`src/hw/rtl/arms_sqrt.sv`:
```
// Iterative unit: square root of a sum of squares, and restoring divide,
// one result bit per cycle. No dependencies.
module arms_sqrt #(
  parameter int W = 48
) (
  input  logic          clk,
  input  logic          rst,
  input  logic          start,
  input  logic          div_mode,
  input  logic [W-1:0]  opa,
  input  logic [W-1:0]  opb,
  output logic          busy,
  output logic          done,
  output logic [W-1:0]  res
);
  localparam int CW = $clog2(W + 1);
  logic [W-1:0] rem;
  logic [W-1:0] acc;
  logic [W-1:0] bitv;
  logic [W-1:0] dvs;
  logic [CW-1:0] cnt;
  logic          mode;
  logic [W:0]    trial;

  always_comb begin
    if (mode) begin
      trial = {rem[W-2:0], acc[W-1]} - {1'b0, dvs};
    end else begin
      trial = {1'b0, rem} - {1'b0, acc + bitv};
    end
  end

  always_ff @(posedge clk) begin
    if (rst) begin
      busy <= 1'b0;
      done <= 1'b0;
    end else begin
      done <= 1'b0;
      if (start && !busy) begin
        busy <= 1'b1;
        mode <= div_mode;
        cnt  <= div_mode ? CW'(W) : CW'(W / 2);
        if (div_mode) begin
          rem <= '0;
          acc <= opa;
          dvs <= opb;
        end else begin
          rem  <= opa;
          acc  <= '0;
          bitv <= W'(1) << (2 * ((W - 1) / 2));
        end
      end else if (busy) begin
        if (mode) begin
          if (!trial[W]) begin
            rem <= trial[W-1:0];
            acc <= {acc[W-2:0], 1'b1};
          end else begin
            rem <= {rem[W-2:0], acc[W-1]};
            acc <= {acc[W-2:0], 1'b0};
          end
        end else begin
          if (!trial[W]) begin
            rem <= trial[W-1:0];
            acc <= (acc >> 1) + bitv;
          end else begin
            acc <= acc >> 1;
          end
          bitv <= bitv >> 2;
        end
        cnt <= cnt - CW'(1);
        if (cnt == CW'(1)) begin
          busy <= 1'b0;
          done <= 1'b1;
        end
      end
    end
  end

  assign res = acc;

  ap_done_one: assert property (@(posedge clk) disable iff (rst) done |-> !busy)
    else $error("done while busy");
  ap_start_busy: assert property (@(posedge clk) disable iff (rst)
    (start && !busy) |=> busy) else $error("no busy after start");
  ap_cnt: assert property (@(posedge clk) disable iff (rst)
    busy |-> cnt != '0) else $error("count underflow");
endmodule

```
`config.mk`:
```
export PLATFORM = sky130hd
export DESIGN_NAME = arms_sqrt
export DESIGN_NICKNAME = d
export VERILOG_FILES = /design/src/hw/rtl/arms_sqrt.sv
export SDC_FILE = /design/constraint.sdc
export NUM_CORES = 1
export LEC_CHECK = 0
export BUFFER_PORTS_ARGS = -buffer_cell sky130_fd_sc_hd__buf_2
export CAP_MARGIN = 0
export CORE_MARGIN = 1.5
export CORE_UTILIZATION = 41
export DETAILED_ROUTE_END_ITERATION = 8
export GPL_TIMING_DRIVEN = 0
export RECOVER_POWER = 25
export REMOVE_ABC_BUFFERS = 1
export SETUP_SLACK_MARGIN = 0.05
export SLEW_MARGIN = 20
export SYNTH_ARGS = -nofsm -noshare
export SYNTH_HDL_FRONTEND = slang
export SYNTH_SLANG_ARGS = --single-unit
```
`constraint.sdc`:
```
create_clock -name clk -period 7.1 [get_ports clk]
set_clock_uncertainty 0.15 [all_clocks]
set_input_delay 0 -clock clk [delete_from_list [all_inputs] [get_ports clk]]
set_output_delay 0 -clock clk [all_outputs]
set_load 0.01 [all_outputs]
```
---- Yosys cells after proc, flatten, opt, wreduce, memory -nomap -nowiden ----
Cells that the tools add are included.
word-level totals
  RAM bits ................................ 0
  memory bits (read-only) ................. 0
  memories kept ........................... 0
  bits in latches ......................... 0
  register bits after elaboration ......... 201
operators by class
  $mul .................................... 0
  divide/modulo/power cells ............... 0
  magnitude comparators ................... 0
  equal/unequal tests ..................... 4
  reductions and logical operators ........ 9
  bitwise gates (word level) .............. 2
  shift operators ......................... 0
  $add $sub $neg .......................... 5
  multiplexer cells ....................... 24
operators by type and width
  kind                                                    number
  two-way mux 48 bit                                      15
  subtractor 48 x 48 -> 49 bit                            2
  two-way mux 49 bit                                      1
  adder 47 x 48 -> 48 bit                                 1
  adder 48 bit                                            1
  two-way mux 6 bit                                       3
  == test 6 x 1 -> 1 bit (second input constant)          1
  AND reduction 3 bit                                     2
  subtractor 6 x 1 -> 6 bit (second input constant)       1
  two-way mux 1 bit                                       5
  AND reduction 2 bit                                     2
  AND reduction 4 bit                                     1
  inequality test 3 x 2 -> 1 bit (second input constant)  1
  OR reduction 3 bit                                      1
  inequality test 2 x 1 -> 1 bit (second input constant)  1
  inequality test 2 bit (second input constant)           1
  inverter 1 bit                                          2
  nonzero test 2 bit                                      1
  logical AND 1 bit                                       1
  zero test 1 bit                                         1

---- Logic depth before layout (Yosys ltp) ----
Gate-level depths: netlist of run 1.
  depth after elaboration ................. 7
  gate-level depth with buffers ........... 25
  depth with buffers taken out ............ 23

---- Worst setup path after synthesis of run 1 ----
OpenSTA, ideal clock, no wires.
  path kind ............................... reg2reg
  start point ............................. reg acc[0], in the netlist res[0]
  end point ............................... reg rem[0], enable pin
  setup slack ............................. -0.139 ns
  cell stages (with the launch flop) ...... 20
  buffers on the path ..................... 1
  arrival time ............................ 6.606 ns
  data required time ...................... 6.468 ns
  library setup time ...................... 0.482 ns
  path through ............................ edfxtp_1 -> ha_1 -> ha_1 -> a21o_1 -> a31oi_1 -> o21ai_0 -> a21o_1 -> a31oi_1 -> o21ai_0 -> a31oi_1 -> nor2b_1 -> xnor2_1 -> ha_1 -> buf_2 -> nand4_1 -> or4_1 -> a311oi_2 -> o311a_1 -> o21ai_2 -> a31oi_1
between the ends
  longest elaborated chain between the ends .. 5
RTL lines
  what                                      line  text
  start, declared                           18    logic [W-1:0] acc;
  start signal, assigned                    45    acc <= opa;
  start signal, assigned                    56    acc <= {acc[W-2:0], 1'b1};
  start signal, assigned                    59    acc <= {acc[W-2:0], 1'b0};
  adder 48 bit                              29    trial = {1'b0, rem} - {1'b0, acc + bitv};
  subtractor 48 x 48 -> 49 bit              29
  two-way mux 49 bit                        26    if (mode) begin
  inequality test 3 x 2 -> 1 bit (no line)  n/a
  AND reduction 3 bit (no line)             n/a
  end signal, assigned                      48    rem <= opa;
  end signal, assigned                      55    rem <= trial[W-1:0];
  end signal, assigned                      58    rem <= {rem[W-2:0], acc[W-1]};
  end, declared                             17    logic [W-1:0] rem;
No other way between the ends.
A chain may end at the register's enable or synchronous reset.

---- Final worst setup path of run 1 ----
  start point ............................. reg acc[0], in the netlist res[0]
  end point ............................... reg acc[25], in the netlist res[25] (data pin)
between the ends
  longest elaborated chain between the ends .. 7
RTL lines
  what                          line  text
  adder 48 bit                  29
  subtractor 48 x 48 -> 49 bit  29
  two-way mux 49 bit            26
  two-way mux 48 bit            62    if (!trial[W]) begin
  two-way mux 48 bit            53    if (mode) begin
  two-way mux 48 bit            52    end else if (busy) begin
  two-way mux 48 bit            39    if (start && !busy) begin
No other way between the ends. The select of a mux whose other input is x is not followed.

==> results by group, run 1 <==
Run status
  – Outcome: complete, but fails checks
  – Violations in the final reports: design-rule violations, max-capacitance violations, max-slew violations

Final layout
  – Net count of the finished layout: roughly 2,400
  – Final core utilization: 49.4%
  – Synth-to-Final Area Change: 18.3%
  – Fraction of layout cells with a size suffix above 1: under 10%
  – Filler cell count in the final layout: about 3,900
  – Final std cells w/o fill: 2,715

Floorplanning
  – Die Height: ~210 um
  – Die area: 0.0431 sq mm
  – Ports placed on the boundary: 150
  – Placement row count: 74
  – Core Footprint: roughly 0.041 sq mm
  – Die span in x: 208 um
  – Initial core utilization: between 40% and 50%

Critical path
  – Worst reg2reg setup slack: 0.40 ns
  – CP startpoint kind: register
  – CP Capture Type: register
  – Cell depth of the worst setup path: 25
  – Gate family responsible for the most delay along the worst path: compound AO/OA/AOI/OAI gates
  – Endpoint arrival time on the critical path: 6.76 ns
  – Capture point of the worst path: res[25]
  – Maximum cell stage delay along the critical path: 0.53 ns
  – Startpoint of the lowest-slack register-to-register path: res[0]
  – Required time at the endpoint of the critical path: approximately 7.2 ns
  – Crit Path Category: register to register
  – Reg-to-reg critical path endpoint: res[25]
  – Most frequent cell on the critical path: sky130_fd_sc_hd__buf_16
  – Worst reg2reg path depth: 25
  – CP max-delay cell: sky130_fd_sc_hd__or4_1
  – Critical Path Fanout Max: 23
  – Crit path buffers/inverters: 4
  – Worst setup startpoint: res[0]

Synth
  – Post-Syn Area: roughly 0.017 sq mm
  – XOR/XNOR share of the synthesized area: between 8 and 9%
  – Most common cell in the netlist: sky130_fd_sc_hd__edfxtp_1
  – Synthesized instance count: about 2,000
  – Dominant combinational cell family by area after synthesis: compound AO/OA/AOI/OAI gates
  – Sequential share of the synthesized area: 30.9%
  – Synthesis-stage register bit count: between 150 and 200
  – Top-area cell type share of the netlist area: a little under a third
  – Count of flip-flops with a built-in enable after synthesis: around 180
  – Commonest register cell after synthesis: sky130_fd_sc_hd__edfxtp_1
  – Library cell occupying the most area in the post-synthesis netlist: sky130_fd_sc_hd__edfxtp_1
  – Synthesized-area fraction occupied by ao, oa, aoi and oai cells: roughly 25%
  – Multiplexer fraction of the synthesized cell area: under 10%
  – Most area-consuming cells after synthesis: sky130_fd_sc_hd__edfxtp_1 (31%), sky130_fd_sc_hd__ha_1 (11%), sky130_fd_sc_hd__xnor2_1 (4.5%)
  – Average size of a mapped cell: 8.69 sq um
  – Post-synth top cells: sky130_fd_sc_hd__edfxtp_1 (175), sky130_fd_sc_hd__nand2_1 (170), sky130_fd_sc_hd__ha_1 (148)
  – Post-synthesis share of cell area spent on full adders, half adders and majority gates: between 10% and 20%
  – Fraction of the mapped netlist area in simple logic gates: roughly 17%
  – Count of yosys warnings during synthesis: 0
  – Share of async-settable or async-resettable flops after synthesis: 0%
  – Distinct cell type count of the synthesized netlist: slightly above 90

Timing
  – Relative max-transition margin: -67.9%
  – Hold violation count in the final report: 0
  – Final worst path period need: approximately 6.7 ns
  – Number of pins with negative max-slew slack in the final report: 37
  – Unrepaired setup endpoints after global routing: false
  – Final critical-path share of the clock period: roughly 94%
  – Achievable clock frequency: around 0.15 GHz
  – Final setup fails: 0
  – Actual transition at the worst max-transition pin: about 2.5 ns

Route
  – Remaining design rule violation count: 10
  – Routed vias: between 15,000 and 20,000
  – 1st-iter DRT viols: 1,588
  – Detailed-routing iteration count for the pre-antenna-repair pass: 7
  – Per-cell routed wire length: about 22 um
  – Vias per Instance: 6.05
  – Sum of routed wire length over all layers: a little under 60,000 um
  – Post-route ant nets: 0

Power and ir drop
  – Leak: ~8.0 nW
  – Power density cells: ~240 mW/mm^2
  – PnR Total Power: roughly 4.8 mW
  – VDD IR max: around 0.19 mV

Min path
  – Class of the most critical hold timing path: input port to register
  – Startpoint of the tightest hold check path: opb[14]

CTS
  – TritonCTS clock tree: done
  – Buffer levels on the longest clock path: 2
  – CTS Root Buffer Type: sky130_fd_sc_hd__clkbuf_16
  – Cts bufs inserted: 17
  – Clock edge transition at the registers on the reported setup and hold paths: ~0.080 ns
  – Number of clock sinks: between 150 and 200
  – Insertion delay of the later-clocked pin in the worst-skew pair: 0.48 ns
  – Number of levels the H-tree was split into: 4

Global route
  – Initial antenna violation count: 1
  – Pin count of the biggest net entering global routing: 55
  – Total GRT Usage: 27.2%
  – Global-route wire length before repair: around 90,000 um
  – Via count of the first global-routing pass: around 16,000
  – GR Overflow Total: 0

Placed design
  – Post-detailed-placement half-perimeter wirelength: about 45,000 um
  – RePlAce Congestion: a little under 1
  – Number of cells after detailed placement: between 2,000 and 3,000
  – Port Buffers: approximately 150

Flow run
  – Maximum capacitance violations: 1
logic make-up after synthesis:
group                      Yosys count
xor gates and xnor gates           171
muxes                               42
adders and majority gates          150
AOI/OAI and AO/OA                  648
and+or+nand+nor                    607
buffers and inverters              178
DFF                                177
metal layers:
layer | GRT usage [%] | vias to the layer above | share of wire, %
met5 | 0 | - | 0
met4 | 9.08 | 0 | 2.4
met3 | 3.69 | 78 | 7.3
met2 | 42.8 | 607 | 45
met1 | 38.4 | 7888 | 46
li1 | - | 7848 | -
stage by stage:
stage / area, sq um / setup WS, ns / TNS, ns / hold WS (ns)
floorplan: 16700 / -0.123 / -5.88 / -0.0776
finish: 20300 / 0.403 / 0 / 0.0688
detailed placement: 18700 / 0.0854 / 0 / 0.0281
global route: 20300 / 0.0747 / 0 / 0.0726
global placement: 18100 / -3.94 / -514.66 / 0.0260
CTS: 20300 / 0.297 / 0 / 0.0535
state kept, by name (all words and copies together), names as in the netlist:
signal / cells
busy: 1
done: 1
dvs: 48
cnt: 6
rem: 48
mode: 1
bitv: 24
res: 48
final cells by class:
type / count / area, sq um / share of cell area (%)
inverter: 81 / 309 / 1.52
multi-input combinational: 1618 / 11200 / 55.3
timing repair buffer: 274 / 2190 / 10.8
antenna: 1 / 2.50 / 0.0123
clock inverter: 14 / 179 / 0.882
tap: 532 / 666 / 3.28
sequential: 177 / 5300 / 26.1
clock buffer: 18 / 429 / 2.12
worst min-delay path by stage:
stage	end	slack, ns	depth (start not counted)
floorplan	done	-0.08	1
global placement	dvs[47]	0.03	1
detailed placement	dvs[7]	0.03	1
CTS	dvs[18]	0.05	2
global route	dvs[4]	0.07	2
finish	dvs[14]	0.07	2
placed cells by master, fill, tap and decap left out, types with 10 or more instances in the layout:
| master | instances |
|---|---|
| sky130_fd_sc_hd__nor2b_1 | 33 |
| sky130_fd_sc_hd__clkbuf_1 | 55 |
| sky130_fd_sc_hd__nand2_1 | 168 |
| sky130_fd_sc_hd__a21oi_1 | 134 |
| sky130_fd_sc_hd__o221ai_1 | 10 |
| sky130_fd_sc_hd__and2_1 | 39 |
| sky130_fd_sc_hd__buf_16 | 15 |
| sky130_fd_sc_hd__xnor2_1 | 89 |
| sky130_fd_sc_hd__a211o_1 | 10 |
| sky130_fd_sc_hd__o211ai_1 | 35 |
| sky130_fd_sc_hd__a31o_2 | 14 |
| sky130_fd_sc_hd__nand4_1 | 33 |
| sky130_fd_sc_hd__a22oi_1 | 39 |
| sky130_fd_sc_hd__edfxtp_1 | 175 |
| sky130_fd_sc_hd__dlygate4sd3_1 | 97 |
| sky130_fd_sc_hd__and3_1 | 22 |
| sky130_fd_sc_hd__clkbuf_16 | 17 |
| sky130_fd_sc_hd__nand2b_1 | 16 |
| sky130_fd_sc_hd__a221o_1 | 11 |
| sky130_fd_sc_hd__buf_2 | 95 |
| sky130_fd_sc_hd__ha_1 | 148 |
| sky130_fd_sc_hd__a31oi_1 | 48 |
| sky130_fd_sc_hd__o21bai_1 | 21 |
| sky130_fd_sc_hd__nor3_1 | 30 |
| sky130_fd_sc_hd__inv_1 | 78 |
| sky130_fd_sc_hd__a211oi_1 | 19 |
| sky130_fd_sc_hd__o21ai_0 | 140 |
| sky130_fd_sc_hd__nand3_1 | 102 |
| sky130_fd_sc_hd__nor2_1 | 113 |
| sky130_fd_sc_hd__a21o_1 | 56 |
| sky130_fd_sc_hd__o21a_1 | 23 |
| sky130_fd_sc_hd__xor2_1 | 82 |
| sky130_fd_sc_hd__mux2i_1 | 39 |
what timing repair did:
item / 4_1_cts / 5_1_grt
setup buffers: 0 / 2
hold endpoints to repair: 154 / 0
setup endpoints to repair: 3 / 13
hold buffers: 97 / 0
pin swaps: 0 / 1
gates resized for setup: 1 / 1
report_power, final:
part	total [mW]	internal, mW	switching, mW
clock network	1.03	0.559	0.474
registers	1.43	1.29	0.138
logic	2.34	0.984	1.35
total	4.80	2.83	1.96
No activity file was read; power rests on OpenSTA's default activity.
==> inputs of run 2 (changes only) <==
- ABC_AREA: not set -> 1
==> run 2 against run 1 <==
The flow finishes with violations (max-capacitance violations, max-slew violations). Fmax grew 13%. Non-clock buffer count fell by 7. Clock power barely moved. Flip-flop and latch count did not move. Largest cell class unchanged. Synthesized area grew 26%. Sequential power barely moved. Critical path type unchanged. Largest power group unchanged. Die area is 26% higher. Worst hold slack better by 0.0043 ns.
==> results by group, run 2 <==
Final layout
  – # diodes: 0 (-1)
  – Commonest cells after routing, fill and taps aside: sky130_fd_sc_hd__nand2_1 (1,209), sky130_fd_sc_hd__inv_1 (593), sky130_fd_sc_hd__nor2_1 (356)
  – Synth-to-Final Area Change: 14.8%
  – Net count of the finished layout: 4,048 (+67%)
  – Fraction of layout cells with a size suffix above 1: 5.43% (-4.1 points)
  – Most common library cell in the layout ignoring fill and taps: sky130_fd_sc_hd__nand2_1
  – Final std cells w/o fill: 4,491 (+65%)
  – Final core utilization: 47.9% (-1.5 points)
  – Filler cell count in the final layout: 5,574 (+41%)

Critical path
  – Required time at the endpoint of the critical path: 7.20 ns (+0.04 ns)
  – Worst reg2reg path depth: 23 (-8.0%)
  – Crit Path Category: register to register
  – CP max-delay cell: sky130_fd_sc_hd__edfxtp_1
  – Most frequent cell on the critical path: sky130_fd_sc_hd__nand2_1
  – List of cells traversed by the critical path: ha_1 -> nand3_1 -> nand2_1 -> nand2_1 -> nand2_1 -> a21oi_1 -> o21bai_1 -> a21oi_1 -> o21ai_0 -> xor2_1 -> ha_1 -> nand2_1 -> inv_1 -> a21oi_1 -> nand2_1 -> a21oi_1 -> nand3_1 -> nand2_2 -> nand2_8 -> nand3_1 -> nand2_1 -> nand2_1 -> nand2_1
  – Crit path buffers/inverters: 1 (-3)
  – Endpoint arrival time on the critical path: 6.02 ns (-0.74 ns)
  – Maximum cell stage delay along the critical path: 0.55 ns (+0.02 ns)
  – CP startpoint kind: register
  – Critical Path Fanout Max: 107 (+370%)
  – Cell depth of the worst setup path: 23 (-8.0%)
  – Gate family responsible for the most delay along the worst path: simple AND/OR/NAND/NOR gates
  – CP Capture Type: register

Route
  – Vias per Instance: 5.28 (-13%)
  – Sum of routed wire length over all layers: 88,000 um (+49%)
  – Routed vias: 23,700 (+44%)
  – Per-cell routed wire length: 19.6 um (-9.8%)
  – 1st-iter DRT viols: 2,169 (+37%)
  – Remaining design rule violation count: 0 (-10)
  – Post-route ant nets: 0 (unchanged)
  – Detailed-routing iteration count for the pre-antenna-repair pass: 5 (-2)

Timing
  – Final setup fails: 0 (unchanged)
  – Post-layout worst setup margin: 1.18 ns (+0.781 ns)
  – Relative max-transition margin: -0.477% (+67 points)
  – Actual transition at the worst max-transition pin: 1.51 ns (-1.01 ns)
  – Hold violation count in the final report: 0 (unchanged)
  – Number of pins with negative max-slew slack in the final report: 30 (-19%)
  – Unrepaired setup endpoints after global routing: false
  – Worst hold margin: 0.0732 ns (+0.00433 ns)
  – Summed negative setup slack over all endpoints: 0 ns (unchanged)
  – Final critical-path share of the clock period: 83.3% (-11 points)
  – Achievable clock frequency: 0.169 GHz (+13%)
  – Final worst path period need: 5.92 ns (-0.781 ns)

Synth
  – Post-synthesis share of cell area spent on full adders, half adders and majority gates: 8.76% (-2.3 points)
  – Fraction of the mapped netlist area in simple logic gates: 38.1% (+21 points)
  – Most area-consuming cells after synthesis: sky130_fd_sc_hd__edfxtp_1 (24%), sky130_fd_sc_hd__nand2_1 (21%), sky130_fd_sc_hd__inv_1 (10%)
  – XOR/XNOR share of the synthesized area: 4.06% (-4.7 points)
  – Multiplexer fraction of the synthesized cell area: 0% (-2.5 points)
  – Dominant combinational cell family by area after synthesis: simple AND/OR/NAND/NOR gates
  – Count of yosys warnings during synthesis: 0 (unchanged)
  – Synthesized instance count: 3,570 (+81%)
  – Synthesis-stage register bit count: 177 (unchanged)
  – Sequential share of the synthesized area: 24.5% (-6.4 points)
  – Distinct cell type count of the synthesized netlist: 51 (-45%)
  – Library cell occupying the most area in the post-synthesis netlist: sky130_fd_sc_hd__edfxtp_1
  – Average size of a mapped cell: 6.05 sq um (-30%)
  – Most common cell in the netlist: sky130_fd_sc_hd__nand2_1
  – Synthesized-area fraction occupied by ao, oa, aoi and oai cells: 12.6% (-13 points)
  – Commonest register cell after synthesis: sky130_fd_sc_hd__edfxtp_1
  – Top-area cell type share of the netlist area: 24.3% (-6.3 points)
  – Post-synth top cells: sky130_fd_sc_hd__nand2_1 (1,209), sky130_fd_sc_hd__inv_1 (595), sky130_fd_sc_hd__nor2_1 (360)
  – Count of flip-flops with a built-in enable after synthesis: 175 (unchanged)
  – Share of async-settable or async-resettable flops after synthesis: 0% (unchanged)
  – Post-Syn Area: 0.0216 sq mm (+26%)

Placed design
  – Number of cells after detailed placement: 4,360 (+69%)
  – RePlAce Congestion: 1.00 (+3.2%)
  – Port Buffers: 149 (unchanged)
  – Dpl ws: 1.32 ns (+1.23 ns)
  – Post-detailed-placement half-perimeter wirelength: 72,000 um (+61%)

Floorplanning
  – Die area: 0.0540 sq mm (+26%)
  – Placement row count: 83 (+12%)
  – Die span in x: 232 um (+12%)
  – Core Footprint: 0.0517 sq mm (+26%)
  – Ports placed on the boundary: 150 (unchanged)
  – Die Height: 232 um (+12%)
  – Initial core utilization: 41.8% (-0.056 points)

CTS
  – TritonCTS clock tree: done
  – Post-CTS Repair Setup Buffers: 0 (unchanged)
  – Buffer levels on the longest clock path: 2 (unchanged)
  – CTS Root Buffer Type: sky130_fd_sc_hd__clkbuf_16
  – Cts bufs inserted: 17 (unchanged)
  – Number of clock sinks: 177 (unchanged)
  – Clock edge transition at the registers on the reported setup and hold paths: 0.08 ns (about the same)
  – Insertion delay of the later-clocked pin in the worst-skew pair: 0.50 ns (+0.02 ns)
  – Number of levels the H-tree was split into: 4 (unchanged)

Power and ir drop
  – Power density cells: 203 mW/mm^2 (-14%)
  – Leak: 12.0 nW (+51%)
  – VDD IR max: 0.119 mV (-36%)

Min path
  – Class of the most critical hold timing path: input port to register
  – Hold Path Depth: 2 (unchanged)

Flow run
  – Maximum capacitance violations: 1 (unchanged)

Global route
  – Initial antenna violation count: 0 (-1)
  – GR Overflow Total: 0 (unchanged)
  – Via count of the first global-routing pass: 22,900 (+47%)
  – Total GRT Usage: 32.6% (+5.4 points)
  – Pin count of the biggest net entering global routing: 108 (+96%)
  – Global-route wire length before repair: 132,000 um (+45%)

Run status
  – Outcome: complete, but fails checks
  – Violations in the final reports: max-capacitance violations, max-slew violations
run 2: cell count changes after synthesis, sizes merged, moves of 40 or more:
cell / previous run / this run
a31oi: 51 / 10
inv: 80 / 602
nand3: 102 / 287
nor2: 117 / 369
clkbuf: 74 / 31
a21oi: 135 / 190
a21o: 56 / 8
xnor2: 89 / 49
o21ai: 151 / 192
nand2: 171 / 1217
run 2: routing by layer:
layer	part of all wire (%)	global-route usage (%)	wire (um)
met1	42	40.8	36600
met2	46	54.5	40400
met3	6.3	3.43	5550
met4	6.2	18.4	5450
met5	0	0	0
run 2: where the power goes:
part / total [mW] / switching [mW] / internal (mW)
clock: 1.02 / 0.512 / 0.509
combinational: 2.58 / 1.72 / 0.853
sequential: 1.44 / 0.156 / 1.28
total: 5.03 / 2.39 / 2.64
run 2: path summary, 6_finish.rpt:
check | from | endpoint | slack (ns)
worst min register to register | cnt[0] | cnt[0] | 0.47
worst max register to register | res[2] | res[36] | 1.18
worst max-delay path | res[2] | res[36] | 1.18
worst min-delay path | opb[46] | dvs[46] | 0.07
run 2: repair_timing:
action | in CTS | in global routing
hold buffers | 99 | 0
endpoints found under the hold margin | 176 | 0
resized for setup | 0 | 0
run 2: layout make-up:
cell class	instances	area (sq um)	share of cell area (%)
multi-input combinational	2732	13800	55.6
tap	680	851	3.43
clock buffer	17	425	1.72
inverter	603	2270	9.15
timing repair buffer	267	1980	7.98
clock inverter	15	188	0.757
sequential	177	5300	21.4
run 2: cells by family (layout without fill, tap and decap cells):
family,Yosys count,after routing
xor gates and xnor gates,100,100
AOI/OAI and AO/OA,481,481
DFF,177,177
buffers and inverters,661,902
adders and majority gates,150,150
and+or+nand+nor,2001,2001
run 2: per-stage QoR:
step                power, mW  cell area (sq um)
floorplan                3.14              21300
global placement         3.92              22900
detailed placement       3.94              23300
CTS                      5.00              24900
global route             5.39              24800
finish                   5.03              24800
